<file path="src/rtl/core/slcd_pkg.sv">
`timescale 1ns / 1ps

package slcd_pkg;

    // framing constants
    localparam logic [7:0] SYNC_FIRST       = 8'h44;
    localparam logic [7:0] SYNC_SECOND      = 8'h4B;
    localparam logic [7:0] SYNC_SUM         = SYNC_FIRST + SYNC_SECOND;
    localparam int         HDR_STORE_DEPTH  = 8;
    localparam int         HDR_IDX_W        = $clog2(HDR_STORE_DEPTH);
    localparam logic [15:0] MIN_PACKET_BYTES = 16'd11;
    localparam int         LEN_OUT_W        = 11;

    // default length limit handed to the top level
    localparam int         MAX_PACKET_BYTES_DEF = 1024;

    typedef enum logic [2:0] {
        PH_HUNT1,
        PH_HUNT2,
        PH_HEADER,
        PH_PAYLOAD,
        PH_CHECK
    } phase_t;

    typedef struct packed {
        logic                 is_packet_end;
        logic [7:0]           payload_byte;
        logic [LEN_OUT_W-1:0] packet_length;
        logic [7:0]           dest_address;
        logic [7:0]           source_address;
        logic [7:0]           message_number;
        logic [7:0]           reference_number;
        logic [15:0]          packet_type;
        logic                 checksum_ok;
    } result_t;

    typedef struct packed {
        logic    valid;
        result_t data;
    } result_xfer_t;

endpackage

</file>
<file path="src/rtl/core/slcd_out_reg.sv">
`timescale 1ns / 1ps

module slcd_out_reg import slcd_pkg::*; (
    input  logic         clk,
    input  logic         rst_n,
    input  result_xfer_t res,
    input  logic         out_ready,
    output logic         in_ready,
    output logic         out_valid,
    output result_t      out_data
);

    logic    valid_reg;
    result_t data_reg;

    // take a new byte whenever the held result is empty or leaving
    assign in_ready  = !valid_reg || out_ready;
    assign out_valid = valid_reg;
    assign out_data  = data_reg;

    always_ff @(posedge clk or negedge rst_n)
    begin
        if (!rst_n)
            valid_reg <= 1'b0;
        else if (in_ready)
            valid_reg <= res.valid;
    end

    always_ff @(posedge clk)
    begin
        if (in_ready && res.valid)
            data_reg <= res.data;
    end

endmodule
</file>
<file path="config.mk">
export PLATFORM = sky130hd
export DESIGN_NAME = slcd_out_reg
export DESIGN_NICKNAME = d
export VERILOG_FILES = /design/src/rtl/core/slcd_pkg.sv /design/src/rtl/core/slcd_out_reg.sv
export SDC_FILE = /design/constraint.sdc
export NUM_CORES = 1
export LEC_CHECK = 0
export BUFFER_PORTS_ARGS = -buffer_cell sky130_fd_sc_hd__buf_2
export CORE_UTILIZATION = 40
export CTS_CLUSTER_DIAMETER = 60
export DETAILED_ROUTE_END_ITERATION = 7
export GPL_ROUTABILITY_DRIVEN = 0
export PLACE_DENSITY = 0.77
export SLEW_MARGIN = 20
export SYNTH_ARGS = -nofsm -noshare
export SYNTH_HDL_FRONTEND = slang
export SYNTH_SLANG_ARGS = --single-unit
</file>
<file path="constraint.sdc">
create_clock -name clk -period 1.5 [get_ports clk]
set_input_delay 0.3 -clock clk [delete_from_list [all_inputs] [get_ports clk]]
set_output_delay 0.3 -clock clk [all_outputs]
set_load 0.05 [all_outputs]
</file>
# After elaboration in Yosys (flattened, before gate mapping)
# Cells that the tools add are included.
# word_totals
wordCells	13
input_bits	73
reg_bits	70
output_inout_bits	71
# op_classes
n_reduce_logical	3
# ops
op	n
$logic_and A1 B1 Y1	1
$logic_not A1 Y1	1
$logic_or A1 B1 Y1	1

# Logic depth before layout (Yosys ltp)
# logic_depth
word_depth	3
ltp_mapped	2
depth_no_buf	2

# Least setup slack after synthesis
# Ideal clock, no wire load.
# synth_timing
kind	reg2reg
startpoint	register valid_reg (netlist: out_valid)
endpoint	register data_reg, in the netlist out_data[0] (enable)
period_less_slack_ns	1.829
required_time_ns	1.121
setup_slack_ns	-0.329
stages_incl_launch_ff	3
n_path_buf	0
setup_time_ns	0.379
arrival_ns	1.451
path_cell_list	dfrtp_1 > nand2b_4 > and2_4
# synth_between
elab_chain_len	3
# synth_rtl
item	line	source
start, declared	slcd_out_reg.sv:13	logic valid_reg;
start signal, assigned	slcd_out_reg.sv:26	valid_reg <= res.valid;
$logic_not A1 Y1	slcd_out_reg.sv:17	assign in_ready = !valid_reg || out_ready;
$logic_or A1 B1 Y1	slcd_out_reg.sv:17	
via in_ready	slcd_out_reg.sv:8	output logic in_ready,
$logic_and A1 B1 Y1	slcd_out_reg.sv:31	if (in_ready && res.valid)
end signal, assigned	slcd_out_reg.sv:32	data_reg <= res.data;
end, declared	slcd_out_reg.sv:14	result_t data_reg;
# The timed path passes the listed nets, and every way through them passes these cells.
# A chain may end at the register's enable or synchronous reset.

# Final worst setup path
# layout_timing
startpoint	register valid_reg (netlist: out_valid)
endpoint	output port in_ready
# layout_between
elab_chain_len	2
# layout_rtl
item	line
$logic_not A1 Y1	slcd_out_reg.sv:17
$logic_or A1 B1 Y1	slcd_out_reg.sv:17
end, declared	slcd_out_reg.sv:8
# No other way between the ends.

==> flow_summary.yaml <==
routing:
  viasPerCell: 4.21
  first_iter_violations: 59
  first_pass_iters: 3
  vias: 1281
  drtAntennaViolNets: 0
  drt-wirelength-per-cell_microns: 13.6
  routed_wl_microns: 4150
  drcViolationCount: 0
critical_path:
  cp_data_arrival_time_ps: 1070
  timing_worst_setup_path_type: "reg -> out"
  cp-end-kind: "primary output"
  ff2ff_path_depth: 3
  path_buf_inv: 1
  path_delay_family: "flip-flops"
  reg2reg_to: "out_data[27]"
  crit_chain: "nand2b_4 -> buf_2"
  cp.required_ps: 1200
  r2r-start: "out_valid"
  critPathLaunchType: "register"
  crit_fanout: 3
  slowest_stage: "dfrtp_2"
  r2r_slack_ps: 240
  worst_path_largest_cell_delay_ps: 420
job:
  maxCapViolations: 0
final_layout:
  nFillCells: 414
  area_growth_pct: 49.1
  antenna_cells: 0
  post-route-util: 0.621
  drive_gt1_frac: 0.692
  nets: 303
min_path:
  hold_path_class: "in -> reg"
  hp-start: "res[64]"
  min_to: "out_data[64]"
  hold_depth: 1
global_routing:
  gr-total-overflow: 0
  antenna_found_initial: 0
  grt_pass1_wl_microns: 5600
  grt_start_max_net_pins: 46
  grt_pass1_vias: 1273
  grt_use_total: 0.151
logic_synthesis:
  synthesis.instances: 73
  syn_area_sq_um: 2130
  synth-seq-cells: 70
  synth_cell_types: 5
  syn_area_per_cell_sq_um: 29.1
  yosysSeqAreaShare: 0.986
  syn_nets: 146
  yosysWarningCount: 0
die:
  fp-row-count: 26
  initial_utilization: 0.416
  coreArea_sq_um: 5110
  dieWidth_microns: 74.9
  ioPinCount: 144
  die_y_microns: 74.9
  dieArea_sq_um: 5610
timing:
  max_freq_mhz: 733
  tns_ps: 0
  period_share: 0.910
  slew_viol_final: 0
  setup_viol: 0
  rsz0062_at_grt: "no"
  hold_viol: 0
  holdWs_ps: 147
  skew_ps: 3.95
  fin_crit_ps: 1370
  worst_pin_slew_ps: 290
  slew-limit-headroom: 0.807
power:
  p_leak_nw: 1.37
  powerDensity_nw_per_um2: 1410
  power_mw: 4.46
  ir_drop_mv: 0.784
place:
  port_buffers: 143
cts:
  tritoncts: "yes"
  cts_buffers: 9
  postCtsSetupBuffers: 0
  clock_sinks: 70
  cts_max_path_buffers: 2
  postCtsHoldBufs: 1
  clk_latency_ps: 320
  ctsResizeCount: 0
  root_buffer: "clkbuf_8"
  clk_pin_slew_worst_paths_ps: 70
  cts_htree_levels: 3
outcome:
  outcome: "finished, final reports clean"
## cells in the final DEF, fill, tap and decap left out
cell	n
nand2b_4	1
dlygate4sd3_1	1
and2_4	1
clkbuf_8	9
buf_2	143
buf_4	1
bufinv_16	2
edfxtp_1	69
clkbuf_1	1
nand2b_1	1
clkinv_2	3
buf_12	1
dfrtp_2	1
## worst reg2reg max path: cells and delay by family (launching register included)
family	cells	cell delay (ps)
buffers and inverters	1	290
DFF	1	420
and+or+nand+nor	2	220
## worst max-delay path by stage
stage          startpoint  cells after the start  slack, ps            to
6_report        out_valid                      2        130      in_ready
5_1_grt         out_valid                      2         90      in_ready
4_1_cts         out_valid                      2        110      in_ready
3_5_place_dp    out_ready                      4        220  out_data[53]
3_3_place_gp    out_ready                      4        240  out_data[25]
2_1_floorplan   out_valid                      2       -220   out_data[0]
## cell type report
cell class              count  area, sq um  share of cell area
clock buffers              10          128              0.0403
clock inverters             5         75.1              0.0237
multi-input cells           3         28.8             0.00908
flip-flops and latches     70         2100               0.662
well taps                  70         87.6              0.0276
repair buffers            146          753               0.238
## metal layers
metal	global-route usage	vias to the layer above	share of wire	wire length [microns]
li1	-	605	-	-
met1	0.130	573	0.33	1380
met2	0.267	92	0.52	2170
met3	0.0669	11	0.12	487
met4	0.117	0	0.027	112
met5	0	-	0	0
## where the power goes
part           switching, mW  total [mW]  internal [mW]  leakage (nW)
combinational          0.474       0.622          0.148         0.596
sequential            0.0243        2.30           2.28         0.667
clock                  0.618        1.54          0.919         0.106
total                   1.12        4.46           3.35          1.37
## cells by family (layout without fill, tap and decap cells)
logic type,Yosys count,count (layout),synth area share
buffers and inverters,0,161,0
flip-flops,70,70,0.986
AND/OR/NAND/NOR,3,3,0.0135
## synth_stat cells
master | n | area share
and2_4 | 1 | 0.0041
dfrtp_1 | 1 | 0.012
edfxtp_1 | 69 | 0.97
nand2b_1 | 1 | 0.0029
nand2b_4 | 1 | 0.0065
## sequential cells by signal, indices dropped and copies added, names as in the netlist
register	flops
out_valid	1
out_data	69
## per-stage QoR
stage	std cells	area [sq um]	setup WS (ps)
after floorplan	73	2130	-219
after global placement	288	2960	236
after detailed placement	288	2960	221
after CTS	304	3170	114
after global routing	304	3170	94.1
final	304	3170	135
Note: power is estimated with default switching activity, not from simulation.
