--- config.mk ---
export PLATFORM = sky130hd
export DESIGN_NAME = slcd_parser
export DESIGN_NICKNAME = d
export VERILOG_FILES = /design/src/rtl/core/slcd_pkg.sv /design/src/rtl/core/slcd_parser.sv
export SDC_FILE = /design/constraint.sdc
export NUM_CORES = 1
export LEC_CHECK = 0
export ABC_CLOCK_PERIOD_IN_PS = 2800
export BUFFER_PORTS_ARGS = -buffer_cell sky130_fd_sc_hd__buf_2
export CAP_MARGIN = 20
export CORE_MARGIN = 8
export CORE_UTILIZATION = 50
export DETAILED_ROUTE_END_ITERATION = 10
export GPL_ROUTABILITY_DRIVEN = 0
export GPL_TIMING_DRIVEN = 1
export PLACE_DENSITY = 0.72
export RECOVER_POWER = 50
export SETUP_SLACK_MARGIN = 0.05
export SLEW_MARGIN = 20
export SYNTH_ARGS = -nofsm -noshare
export SYNTH_HDL_FRONTEND = slang
export SYNTH_SLANG_ARGS = --single-unit
--- constraint.sdc ---
create_clock -name clk -period 2.8 [get_ports clk]
set_input_delay 0.28 -clock clk [delete_from_list [all_inputs] [get_ports clk]]
set_output_delay 0.28 -clock clk [all_outputs]
set_load 0.005 [all_outputs]
--- src/rtl/core/slcd_pkg.sv ---
`timescale 1ns / 1ps

package slcd_pkg;

    // framing constants
    localparam logic [7:0] SYNC_FIRST       = 8'h44;
    localparam logic [7:0] SYNC_SECOND      = 8'h4B;
    localparam logic [7:0] SYNC_SUM         = SYNC_FIRST + SYNC_SECOND;
    localparam int         HDR_STORE_DEPTH  = 8;
    localparam int         HDR_IDX_W        = $clog2(HDR_STORE_DEPTH);
    localparam logic [15:0] MIN_PACKET_BYTES = 16'd11;
    localparam int         LEN_OUT_W        = 11;

    // default length limit handed to the top level
    localparam int         MAX_PACKET_BYTES_DEF = 1024;

    typedef enum logic [2:0] {
        PH_HUNT1,
        PH_HUNT2,
        PH_HEADER,
        PH_PAYLOAD,
        PH_CHECK
    } phase_t;

    typedef struct packed {
        logic                 is_packet_end;
        logic [7:0]           payload_byte;
        logic [LEN_OUT_W-1:0] packet_length;
        logic [7:0]           dest_address;
        logic [7:0]           source_address;
        logic [7:0]           message_number;
        logic [7:0]           reference_number;
        logic [15:0]          packet_type;
        logic                 checksum_ok;
    } result_t;

    typedef struct packed {
        logic    valid;
        result_t data;
    } result_xfer_t;

endpackage

--- src/rtl/core/slcd_parser.sv ---
`timescale 1ns / 1ps

module slcd_parser import slcd_pkg::*; #(
    parameter int MAX_PACKET_BYTES = MAX_PACKET_BYTES_DEF
) (
    input  logic         clk,
    input  logic         rst_n,
    input  logic         accept,
    input  logic [7:0]   rx_byte,
    output result_xfer_t res
);

    // payload bytes left fits len - 11, at most MAX_PACKET_BYTES - 11
    localparam int PAY_W = (MAX_PACKET_BYTES - 10 > 1) ? $clog2(MAX_PACKET_BYTES - 10) : 1;
    localparam logic [15:0] MAX_LEN = 16'(MAX_PACKET_BYTES);

    phase_t               phase_reg, phase_next;
    logic [HDR_IDX_W-1:0] idx_reg, idx_next;
    logic [PAY_W-1:0]     left_reg, left_next;
    logic [7:0]           sum_reg, sum_next;
    logic [7:0]           hdr_reg [HDR_STORE_DEPTH];

    logic [15:0]          hdr_len;
    logic                 hdr_last;
    logic                 len_bad;
    logic [15:0]          pay_len;

    assign hdr_len  = {hdr_reg[1], hdr_reg[0]};
    assign hdr_last = (idx_reg == HDR_IDX_W'(HDR_STORE_DEPTH - 1));
    assign len_bad  = (hdr_len < MIN_PACKET_BYTES) || (hdr_len > MAX_LEN);
    assign pay_len  = hdr_len - MIN_PACKET_BYTES;

    // next phase
    always_comb
    begin
        phase_next = phase_reg;
        unique case (phase_reg)
            PH_HUNT1:
            begin
                if (rx_byte == SYNC_FIRST)
                    phase_next = PH_HUNT2;
            end
            PH_HUNT2:
            begin
                phase_next = (rx_byte == SYNC_SECOND) ? PH_HEADER : PH_HUNT1;
            end
            PH_HEADER:
            begin
                if (hdr_last)
                begin
                    if (len_bad)
                        phase_next = PH_HUNT1;
                    else if (hdr_len == MIN_PACKET_BYTES)
                        phase_next = PH_CHECK;
                    else
                        phase_next = PH_PAYLOAD;
                end
            end
            PH_PAYLOAD:
            begin
                if (left_reg == PAY_W'(1))
                    phase_next = PH_CHECK;
            end
            PH_CHECK:
            begin
                phase_next = PH_HUNT1;
            end
            default:
            begin
                phase_next = PH_HUNT1;
            end
        endcase
    end

    // counters and running sum
    always_comb
    begin
        idx_next  = idx_reg;
        left_next = left_reg;
        sum_next  = sum_reg;
        case (phase_reg)
            PH_HUNT2:
            begin
                idx_next = '0;
                sum_next = SYNC_SUM;
            end
            PH_HEADER:
            begin
                idx_next = idx_reg + HDR_IDX_W'(1);
                sum_next = sum_reg + rx_byte;
                if (hdr_last)
                    left_next = pay_len[PAY_W-1:0];
            end
            PH_PAYLOAD:
            begin
                sum_next  = sum_reg + rx_byte;
                left_next = left_reg - PAY_W'(1);
            end
            default:
            begin
            end
        endcase
    end

    // result outputs
    always_comb
    begin
        res.valid                 = 1'b0;
        res.data.is_packet_end    = 1'b0;
        res.data.payload_byte     = 8'd0;
        res.data.checksum_ok      = 1'b0;
        res.data.packet_length    = hdr_len[LEN_OUT_W-1:0];
        res.data.dest_address     = hdr_reg[2];
        res.data.source_address   = hdr_reg[3];
        res.data.message_number   = hdr_reg[4];
        res.data.reference_number = hdr_reg[5];
        res.data.packet_type      = {hdr_reg[7], hdr_reg[6]};
        unique case (phase_reg)
            PH_PAYLOAD:
            begin
                res.valid             = accept;
                res.data.payload_byte = rx_byte;
            end
            PH_CHECK:
            begin
                res.valid              = accept;
                res.data.is_packet_end = 1'b1;
                res.data.checksum_ok   = (sum_reg == rx_byte);
            end
            default:
            begin
            end
        endcase
    end

    always_ff @(posedge clk or negedge rst_n)
    begin
        if (!rst_n)
        begin
            phase_reg <= PH_HUNT1;
            idx_reg   <= '0;
            left_reg  <= '0;
            sum_reg   <= '0;
        end
        else if (accept)
        begin
            phase_reg <= phase_next;
            idx_reg   <= idx_next;
            left_reg  <= left_next;
            sum_reg   <= sum_next;
        end
    end

    // header store, written once per header byte
    always_ff @(posedge clk)
    begin
        if (accept && phase_reg == PH_HEADER)
            hdr_reg[idx_reg] <= rx_byte;
    end

endmodule

## After elaboration in Yosys (flattened, before gate mapping)

Memory sizes are Yosys's and may differ from the RTL's.
Index checks and enable logic that the tools add are counted.
W data, S select, Z words.

| word-level totals | value |
|---|---|
| flip-flop bits (word level) | 24 |
| output and inout port bits | 70 |
| bits in writable memories | 64 |
| input bits | 11 |
| memories | 1 |
| logic and storage cells | 53 |

| cells by class | value |
|---|---|
| muxes and demuxes | 17 |
| equal/unequal tests | 13 |
| $lt $le $gt $ge | 2 |
| add/sub/neg operators | 4 |
| reduce and logical (&&, ||, !) cells | 12 |

Memory list:

| memory | depth | bits a word | read ports | clocked after Yosys merged registers in | write ports | RTL line | text |
|---|---|---|---|---|---|---|---|
| hdr_reg | 8 | 8 | 8 | 0 | 1 | slcd_parser.sv:21 | `logic [7:0] hdr_reg [HDR_STORE_DEPTH];` |

Operator list:

| operator | number |
|---|---|
| $pmux W10 S2 | 1 |
| $eq A16 B4 Y1 const B | 1 |
| $eq A8 B7 Y1 const B | 2 |
| $gt A16 B11 Y1 const B | 1 |
| $lt A16 B4 Y1 const B | 1 |
| $pmux W8 S2 | 1 |
| $mux W3 | 5 |
| $pmux W3 S4 | 1 |
| $eq A10 B1 Y1 const B | 1 |
| $mux W10 | 1 |
| $sub A10 B1 Y10 const B | 1 |
| $sub A10 B4 Y10 const B | 1 |
| $add A8 B8 Y8 | 1 |
| $eq A8 B8 Y1 | 1 |
| $mux W8 | 1 |
| $eq A3 B2 Y1 const B | 2 |
| $eq A3 B3 Y1 const B | 2 |
| $ne A2 B2 Y1 const B | 3 |
| $pmux W3 S2 | 1 |
| $reduce_bool A2 Y1 | 3 |
| $mux W1 | 5 |
| $reduce_and A2 Y1 | 2 |
| $reduce_and A4 Y1 | 1 |
| $reduce_or A2 Y1 | 2 |
| 7 further kinds | 7 |

## Depth between registers and ports, before layout

| logic depth | value |
|---|---|
| depth in word-level cells | 5 |
| depth in mapped cells | 9 |
| depth with buffers taken out | 9 |

## Worst setup path before layout

Ideal clock, no wire load.

| path | value |
|---|---|
| path type | register -> register |
| start | memory hdr_reg[0][5] |
| end | register phase_reg[1] |
| slack | 586 ps |
| arrival time | 2148 ps |
| stages on the path, launching flop included | 8 |
| cells stage by stage | edfxtp_1 or3_1 buf_2 or4_4 a2111oi_4 nand2b_1 a21oi_1 mux2_2 |

RTL lines:

| element | RTL line | text |
|---|---|---|
| start: declaration | slcd_parser.sv:21 |  |
| end signal: assignment | slcd_parser.sv:147 | `phase_reg <= phase_next;` |
| end: declaration | slcd_parser.sv:17 | `phase_t phase_reg, phase_next;` |

## Final worst setup path

| path | value |
|---|---|
| start | register left_reg[6] |
| end | register phase_reg[1] |

| between the ends | value |
|---|---|
| word-level cells in the longest chain between the ends | 3 |

RTL lines:

| element | RTL line | text |
|---|---|---|
| start: declaration | slcd_parser.sv:19 | `logic [PAY_W-1:0] left_reg, left_next;` |
| start signal: assignment | slcd_parser.sv:149 | `left_reg <= left_next;` |
| $eq A10 B1 Y1 | slcd_parser.sv:61 | `if (left_reg == PAY_W'(1))` |
| $ne A2 B2 Y1 (no line) | -- |  |
| $reduce_and A4 Y1 (no line) | -- |  |

No other way between the ends.
A chain may end at the register's enable or synchronous reset.

==> out/results.ini <==
[outcome]
status = complete, no violations

[critical_path]
r2r-start = left_reg[6]
crit_start = left_reg[6]
reg2reg_slack_ps = 400
endpoint_kind = flop
critPathArrivalTime_ps = 2630
cp_max_fo = 5
critical_path_class = reg -> reg
cp-start-kind = flop
cp_data_required_time_ps = 3030

[clock_tree]
clk_pin_slew_ps = 80
post_cts_resized = 0
root_buffer = clkbuf_8
cts_sinks = 88
tritoncts = yes
h-tree-depth = 3
clk_latency_ps = 350
cts_max_path_buffers = 2
numCtsBuffers = 9

[timing]
slew_viol_final = 0
finalHoldViolations = 0
max_freq_mhz = 416
grt_setup_unrepaired = false
tightest_slew_ps = 1390
holdWs_ps = 301
timing.slew.headroom = 0.0743
setup-tns-final_ps = 0
setup_viol = 0
fin_crit_sh = 0.858
fin_worst_skew_ps = 13.8
min_period_ps = 2400

[synth]
ys_types = 50
synth.area.top_cells = edfxtp_1 (48%), dfrtp_1 (15%), ha_1 (4.0%), nor2_1 (3.1%), buf_4 (2.2%)
ys_ff_latch = 88
yosysWarnings = 0
synth_nets = 344
synth_edf_count = 64
synth_top_cell_area_share = 0.478
synthFlopType = edfxtp_1
synthArstFlopShare = 0.273
synth_common_cells = edfxtp_1 (64), nor2_1 (33), dfrtp_1 (24)
synth_most_common_cell = edfxtp_1
syn_area_per_cell_um2 = 12.6
synth_area_leader_cell = edfxtp_1
ys_seq_area_frac = 0.627
synthCells = 319
netlist_area_mm2 = 0.00402

[flow_run]
drv_cap = 0

[layout]
nFillCells = 656
area.growth.synth_to_final_pct = 16.6
largest_reg_flops = 64
final_nets = 429
finalNonFillerCells = 511
diodes = 0
drive_gt1_frac = 0.183
finish.instance_area_mm2 = 0.00469

[global_routing]
grt_pass1_wl_um = 15000
grt_max_degree = 25
antenna_found_initial = 0
grt_pass1_vias = 2950
grt_util_all_layers = 0.171
grt-ovfl-total = 0

[floorplan]
coreArea_mm2 = 0.00777
fp-row-count = 32
start_util = 0.518
die_area_mm2 = 0.0112
top_level_ports = 81
fp.dieH_um = 106
die_w_um = 106

[power]
p_switching_mw = 0.640
pwr-share-comb = 0.078
power_leakage_nw = 1.80
irDropWorstVdd_mv = 0.420
pwr_density_cell_mw_per_mm2 = 550
p_clk_frac = 0.353
switching_share = 0.248
seqPwrFrac = 0.570
p_int_mw = 1.94

[placement]
dp_cells = 494
port_buffers = 80
dpl_cell_area_mm2 = 0.00452
dp_hpwl_um = 6760

[route]
firstDrtPassIters = 4
dr.first_iter.drc_count = 194
ant_nets = 0
wl_per_cell_um = 18.8
drcViolationCount = 0
drt-total-wl_um = 9580
vias = 2863
vias_per_cell = 5.60

[worst_hold_path]
hp-start = accept
hold_class = in -> reg

## power groups by stage
stage | clock (mW) | combinational [mW] | sequential (mW)
after floorplan | 0 | 0.159 | 1.46
after detailed placement | 0 | 0.203 | 1.50
after global routing | 0.972 | 0.227 | 1.48
final | 0.910 | 0.201 | 1.47
after global placement | 0 | 0.197 | 1.49
after CTS | 0.929 | 0.205 | 1.47
## critical path, stage by stage, from the launching register on
cell,delay (ps)
dfrtp_1,430
nor4_1,360
nor2b_1,310
nand4b_1,170
a211oi_1,620
mux2_2,400
## worst paths after layout
| kind | depth (start not counted) | endpoint |
|---|---|---|
| worst min register to register | 2 | sum_reg[5] |
| worst max register to register | 5 | phase_reg[1] |
| worst max-delay path | 5 | phase_reg[1] |
| worst min-delay path | 2 | sum_reg[1] |
| min in group asynchronous | 2 | left_reg[2] |
| max in group asynchronous | 2 | phase_reg[1] |
## repair_timing
| action | 4_1_cts | 5_1_grt |
|---|---|---|
| hold endpoints to repair | 24 | 0 |
| hold buffers | 1 | 0 |
| setup buffers | 0 | 0 |
## placed cells by master, fill, tap and decap left out, types with 2 or more instances in the layout
cell         n
buf_4       11
xnor2_1      9
nand3_1      6
edfxtp_1    64
dfrtp_1     24
mux2i_1      2
clkinvlp_4   2
nand4_1      3
a22oi_1      3
o21ai_0     17
o41ai_1      2
o211ai_1     2
nor4_1       4
nor2_1      33
nand2b_1     4
inv_1        9
buf_1        2
a21oi_1     14
clkbuf_1    39
clkbuf_8    10
nor3_1      10
nor3b_1      2
and3_1       7
a32oi_1      3
nand4b_1     2
xor2_1       5
o31ai_1      2
o21a_1       5
o22a_1       6
or3_1        2
buf_2       41
ha_1        13
nor2b_1      7
nand3b_1     2
nand2_1     16
a31oi_1      3
nor4b_1      2
## final cells by class
type / count / area [µm²] / share of cell area
clock buffer: 10 / 138 / 0.0293
clock inverter: 6 / 73.8 / 0.0157
inverter: 9 / 33.8 / 0.00720
multi-input combinational: 202 / 1340 / 0.286
sequential: 88 / 2520 / 0.538
tap: 102 / 128 / 0.0272
timing repair buffer: 94 / 452 / 0.0963
## per-stage QoR
step	total power, mW	setup slack, ps	util
3_3_place_gp	1.69	458	0.582
6_report	2.58	397	0.604
2_1_floorplan	1.62	586	-
3_5_place_dp	1.70	409	0.582
4_1_cts	2.60	432	0.611
5_1_grt	2.67	259	0.604
## routing by layer
layer	global-route usage	up-vias	wire length, µm
li1	-	1352	-
met1	0.203	1397	3900
met2	0.283	110	4840
met3	0.0603	4	789
met4	0.0573	0	55
met5	0	-	0
## cells by family (layout without fill, tap and decap cells)
group,count (synthesis),after routing,synth area share
AOI/OAI and AO/OA,63,63,0.107
xor gates and xnor gates,14,14,0.0305
adders and majority gates,14,14,0.0454
buffers and inverters,29,119,0.0389
DFF,88,88,0.627
muxes,3,3,0.00778
and+or+nand+nor,108,108,0.143
Note: power is estimated with default switching activity, not from simulation.
